### config.mk
export PLATFORM = sky130hd
export DESIGN_NAME = cvl_cell
export DESIGN_NICKNAME = d
export VERILOG_FILES = /design/src/rtl/core/cvl_pkg.sv /design/src/rtl/core/cvl_cell.sv
export SDC_FILE = /design/constraint.sdc
export NUM_CORES = 1
export LEC_CHECK = 0
export BUFFER_PORTS_ARGS = -buffer_cell sky130_fd_sc_hd__buf_2
export CAP_MARGIN = 0
export CORE_ASPECT_RATIO = 1.5
export CORE_UTILIZATION = 45
export DETAILED_ROUTE_END_ITERATION = 7
export PLACE_DENSITY_LB_ADDON = 0.08
export SLEW_MARGIN = 10
export SYNTH_ARGS = -nofsm -noshare
export SYNTH_HDL_FRONTEND = slang
export SYNTH_SLANG_ARGS = --single-unit
### constraint.sdc
create_clock -name i_clk -period 5.4 [get_ports i_clk]
set_clock_uncertainty 0.15 [all_clocks]
set_input_delay 0 -clock i_clk [delete_from_list [all_inputs] [get_ports i_clk]]
set_output_delay 0 -clock i_clk [all_outputs]
set_load 0.05 [all_outputs]
### src/rtl/core/cvl_pkg.sv
// Package for the compacting value list: field widths, request kinds,
// status codes and the control word that the top level sends to every cell.
// No dependencies.
package cvl_pkg;

    localparam int CVL_DEPTH = 64;

    localparam int KIND_W    = 2;
    localparam int VAL_W     = 32;
    localparam int POS_W     = 6;
    localparam int STATUS_W  = 2;
    localparam int CNT_OUT_W = 7;

    localparam logic [KIND_W-1:0] KIND_INSERT = 2'd0;
    localparam logic [KIND_W-1:0] KIND_REMOVE = 2'd1;
    localparam logic [KIND_W-1:0] KIND_SEARCH = 2'd2;

    localparam logic [STATUS_W-1:0] ST_DONE      = 2'd0;
    localparam logic [STATUS_W-1:0] ST_FULL      = 2'd1;
    localparam logic [STATUS_W-1:0] ST_NOT_FOUND = 2'd2;

    // What every cell does in the current cycle.
    typedef enum logic [2:0] {
        OP_HOLD,
        OP_WRITE,   // the tail cell stores the value
        OP_LOAD,    // compare against the value, seed the prefix scan
        OP_SCAN,    // one doubling step of the first-match scan
        OP_SHIFT    // cells at or after the match take the next entry
    } t_cell_op;

    typedef struct packed {
        t_cell_op           op;
        logic [VAL_W-1:0]   value;
    } t_cell_ctrl;

endpackage

### src/rtl/core/cvl_cell.sv
// One list cell: holds one entry plus its first-match scan state.
// Depends on cvl_pkg.
module cvl_cell
    import cvl_pkg::*;
#(
    parameter int DEPTH = CVL_DEPTH,
    parameter int INDEX = 0,
    localparam int IDX_W = $clog2(DEPTH),
    localparam int CNT_W = $clog2(DEPTH + 1),
    localparam int STEPS = $clog2(DEPTH)
) (
    input  logic                        i_clk,
    input  t_cell_ctrl                  i_ctrl,
    input  logic [CNT_W-1:0]            i_count,
    input  logic [STEPS-1:0]            i_step,
    input  logic [VAL_W-1:0]            i_next_entry,
    input  logic [STEPS-1:0]            i_left_f,
    input  logic [STEPS-1:0][IDX_W-1:0] i_left_p,
    output logic [VAL_W-1:0]            o_entry,
    output logic                        o_found,
    output logic [IDX_W-1:0]            o_pos
);

    logic [VAL_W-1:0] r_entry;
    logic             r_f;
    logic [IDX_W-1:0] r_p;
    logic             sel_f;
    logic [IDX_W-1:0] sel_p;

    // neighbor at the active doubling distance
    always_comb begin
        sel_f = 1'b0;
        sel_p = '0;
        for (int k = 0; k < STEPS; k++) begin
            if (i_step[k] && i_left_f[k]) begin
                sel_f = 1'b1;
                sel_p = i_left_p[k];
            end
        end
    end

    always_ff @(posedge i_clk) begin
        case (i_ctrl.op)
            OP_WRITE: begin
                if (i_count == CNT_W'(INDEX)) begin
                    r_entry <= i_ctrl.value;
                end
            end
            OP_LOAD: begin
                r_f <= (CNT_W'(INDEX) < i_count) && (r_entry == i_ctrl.value);
                r_p <= IDX_W'(INDEX);
            end
            OP_SCAN: begin
                if (sel_f) begin
                    r_f <= 1'b1;
                    r_p <= sel_p;
                end
            end
            OP_SHIFT: begin
                if (r_f) begin
                    r_entry <= i_next_entry;
                end
            end
            default: begin
            end
        endcase
    end

    assign o_entry = r_entry;
    assign o_found = r_f;
    assign o_pos   = r_p;

endmodule

* Yosys cells after proc, flatten, opt, wreduce, memory -nomap -nowiden
Index checks and enable logic that the tools add are counted.
Storage, ports and cells: flip-flop bits (word level) 39, bits of input ports 123
Operators by class: $lt $le $gt $ge 1, eq/ne operators 8, mux-type cells 19, reductions and logical operators 12
Operators by type and width (number):
- $mux 32 | 2
- $pmux 32 s2 | 1
- $mux 6 | 7
- $eq 32x32->1 | 1
- $pmux 6 s2 | 1
- $logic_and 1x1->1 | 7
- $logic_not 7->1 | 1
- $lt 1x7->1 const A | 1
- $mux 1 | 7
- $eq 3x2->1 const B | 2
- $ne 2x2->1 const B | 3
- $reduce_bool 2->1 | 2
- $eq 3x1->1 const B | 1
- $eq 3x3->1 const B | 1
- $reduce_and 3->1 | 1
- $pmux 1 s2 | 1
- $reduce_and 2->1 | 1

* Depth between registers and ports, before layout
depth in word-level cells 9, depth in mapped cells 5, gate-level depth less buffers 4

* Worst setup path after synthesis
OpenSTA, ideal clock, no wires.
kind input-to-reg, start point in i_count[2], end point reg r_entry[0], in the netlist o_entry[0], enable pin, library setup time 432 ps, data arrival time 2398 ps, slack 2420 ps, stages 4, path through or4_4 -> nor4_4 -> nand3b_1 -> a21oi_1
Between the ends: cells in the longest elaborated chain, start to end 3
RTL lines:
- from (decl) | RTL line cvl_cell.sv:14 | input logic [CNT_W-1:0] i_count,
- $logic_not 7->1 | RTL line cvl_cell.sv:45 | if (i_count == CNT_W'(INDEX)) begin
- $ne 2x2->1 (no source line)
- $reduce_and 3->1 (no source line)
- to (signal assigned) | RTL line cvl_cell.sv:46 | r_entry <= i_ctrl.value;
- to (signal assigned) | RTL line cvl_cell.sv:61 | r_entry <= i_next_entry;
- to (decl) | RTL line cvl_cell.sv:24 | logic [VAL_W-1:0] r_entry;
Every way passes these cells. A chain may end at the register's enable or synchronous reset.

* Worst setup path after layout
start point in i_left_p[22] in the netlist's numbering, end point reg r_p[4], in the netlist o_pos[4], data pin
Between the ends: cells in the longest elaborated chain, start to end 5
RTL lines:
- from (decl) | RTL line cvl_cell.sv:18 | input logic [STEPS-1:0][IDX_W-1:0] i_left_p,
- $mux 6 (3 in a row) | RTL line cvl_cell.sv:35 | if (i_step[k] && i_left_f[k]) begin
- $mux 6 | RTL line cvl_cell.sv:54 | if (sel_f) begin
- $pmux 6 s2 | RTL line cvl_cell.sv:43 | case (i_ctrl.op)
- to (signal assigned) | RTL line cvl_cell.sv:51 | r_p <= IDX_W'(INDEX);
- to (signal assigned) | RTL line cvl_cell.sv:56 | r_p <= sel_p;
- to (decl) | RTL line cvl_cell.sv:26 | logic [IDX_W-1:0] r_p;
Every way passes these cells. The select of a mux whose other input is x is not followed.

==> impl_metrics.toml <==
[power_and_ir_drop]
sw_frac_of_total_pct = 27.0
power_uw = 748
leakage_nw = 1.64
ir_worst_vdd_mv = 0.195
seqPwrFrac_pct = 47.1
p_comb_share_pct = 28.8
switching_power_uw = 202
p_per_area_mw_per_mm2 = 188
p_int_uw = 546
clkPwrFrac_pct = 24.1

[drt]
avgRoutedWirePerCell_um = 15.7
first_pass_iters = 4
viasPerCell = 5.10
ant_nets = 0
via_count = 2454
drc = 0
drt_iter0_markers = 96
wl_um = 7570

[clocking]
clockRootBuffer = "clkbuf_8"
ctsResizeCount = 0
htreeDepth = 2
cts.hold.buffers_added = 71
clock_path_buffers = 2
cts_tree = "yes"
clock_latency_ns = 0.29
cts_made_buffers = 5
clkSinkCount = 39
postCtsSetupBuffers = 0
cts.clk_slew.worst_paths_ns = 0.07

[sta]
rsz0062_at_grt = "no"
setup_violations = 0
period_share_pct = 40.2
postLayoutSetupSlackWorst_ns = 3.23
finalCriticalPeriod_ns = 2.17
setup_tns_ns = 0
max-slew-margin-rel_pct = 32.3
hold_violations = 0
drv_slew = 0
fmax_ghz = 0.460
worstMarginPinSlew_ns = 1.01

[setup_path]
cp-end-kind = "register"
critPathRequiredTime_ns = 5.28
crit_type = "in -> reg"
cp.arrival_ns = 2.06
cp-start-kind = "input pin"
crit_path_max_fanout = 1

[finish]
layout_common_cells = "buf_2, dlygate4sd3_1, edfxtp_1, xnor2_1, mux2_2"
fin_cells = 481
syn_to_final_growth_pct = 71.9
design_area_sq_mm = 0.00399
layout.nets = 538
layout-drive-gt1-share_pct = 48.7
insertedDiodeCount = 0
final_common_cell = "buf_2"

[global_routing]
grt_pass1_wl_um = 11100
grt_pass1_vias = 2587
grt_usage_pct = 27.8
grt_max_degree = 33
grt-ovfl-total = 0
grt_antenna_before_repair = 0

[floorplan]
core_sq_mm = 0.00489
initial_core_util_pct = 47.5
die_h_um = 90.0
ios = 162
rows = 31
dieArea_sq_mm = 0.00545
fp.dieW_um = 60.6

[yosys]
yosysSeqAreaShare_pct = 50.5
ys_types = 30
syn_inst = 181
syn-num-nets = 304
ys_ff_latch = 39
yosysTopAreaCellShare_pct = 50.5
synth.area.top_cells = "edfxtp_1, mux2_2, xnor2_1, o311ai_0, nand4_1"
netlist_area_sq_mm = 0.00232
yosysWarnings = 0
synth_area_leader_cell = "edfxtp_1"
synth.avg_cell_area_sq_um = 12.8

[placed_design]
gp_congestion = 0.784
pre_cts_ws_ns = 3.03
post-place-cells = 403
place_hpwl_um = 4830
dpl_cell_area_sq_mm = 0.00320
port_buffers = 161

[outcome]
status = "finished clean"

[hold_path]
hold_class = "in -> reg"

[job]
maxCapViolations = 0
## routing by layer
metal | GRT usage [%] | share of wire, % | up-vias
li1 | - | - | 1176
met1 | 26.2 | 34 | 1119
met2 | 51.7 | 54 | 132
met3 | 6.62 | 7.3 | 27
met4 | 14.2 | 4.2 | 0
met5 | 0 | 0 | -
## worst max-delay path, stage by stage
cell           delay, ns
dlygate4sd3_1       0.54
buf_2               0.12
a22oi_1             0.14
dlygate4sd3_1       0.59
a31oi_1             0.09
dlygate4sd3_1       0.58
## power groups by stage
stage,combinational [mW],clock [mW],sequential (mW)
3_3_place_gp,0.163,0,0.359
3_5_place_dp,0.165,0,0.359
4_1_cts,0.210,0.181,0.352
2_1_floorplan,0.0587,0,0.393
6_report,0.216,0.180,0.352
5_1_grt,0.230,0.197,0.353
## synth_stat cells (all sizes together)
cell type,count
nor3b,2
nand3b,2
edfxtp,39
nand3,7
a31o,1
o311ai,6
clkbuf,3
nor4,2
nor3,1
nand2,4
inv,6
o211ai,6
and3b,1
a21oi,2
nor4bb,1
or4,1
buf,3
o21ai,6
xnor2,32
a31oi,6
and2,2
nand4,8
nor2,2
a22oi,6
mux2,32
## kinds of logic after synthesis
logic type	synth area share (%)
flip-flops	50.5
multiplexers	15.5
XOR/XNOR	12.1
buffers and inverters	2.43
AO/OA/AOI/OAI	10.0
AND/OR/NAND/NOR	9.49
## state kept, by name, summed over array words and instances (netlist names)
name / flops
o_found: 1
o_pos: 6
o_entry: 32
## layout make-up
cell class	instances	area, sq um
inverter	6	22.5
multi-input combinational	130	1110
clock buffer	5	68.8
timing repair buffer	233	1520
fill	323	898
sequential	39	1170
tap	66	82.6
clock inverter	2	8.76
## metrics by stage
step | utilization (%) | hold slack, ns
global placement | 65.5 | 0.135
detailed placement | 65.5 | 0.142
finish | 81.6 | 0.00801
global route | 81.6 | 0.0299
CTS | 81.6 | 0.00862
floorplan | - | 0.0509
## worst paths after layout
kind              cells after the start             startpoint  slack [ns]                     end
setup / recovery                      6           i_left_p[22]        3.23  o_pos[4]$_SDFFCE_PP0P_
hold reg to reg                       4  o_entry[31]$_DFFE_PP_        0.72   o_found$_SDFFCE_PN1P_
hold / removal                        3           i_left_p[35]       0.008  o_pos[5]$_SDFFCE_PP0P_
setup reg to reg                      2  o_found$_SDFFCE_PN1P_        3.58   o_entry[16]$_DFFE_PP_
(Power assumes the default switching activity.)
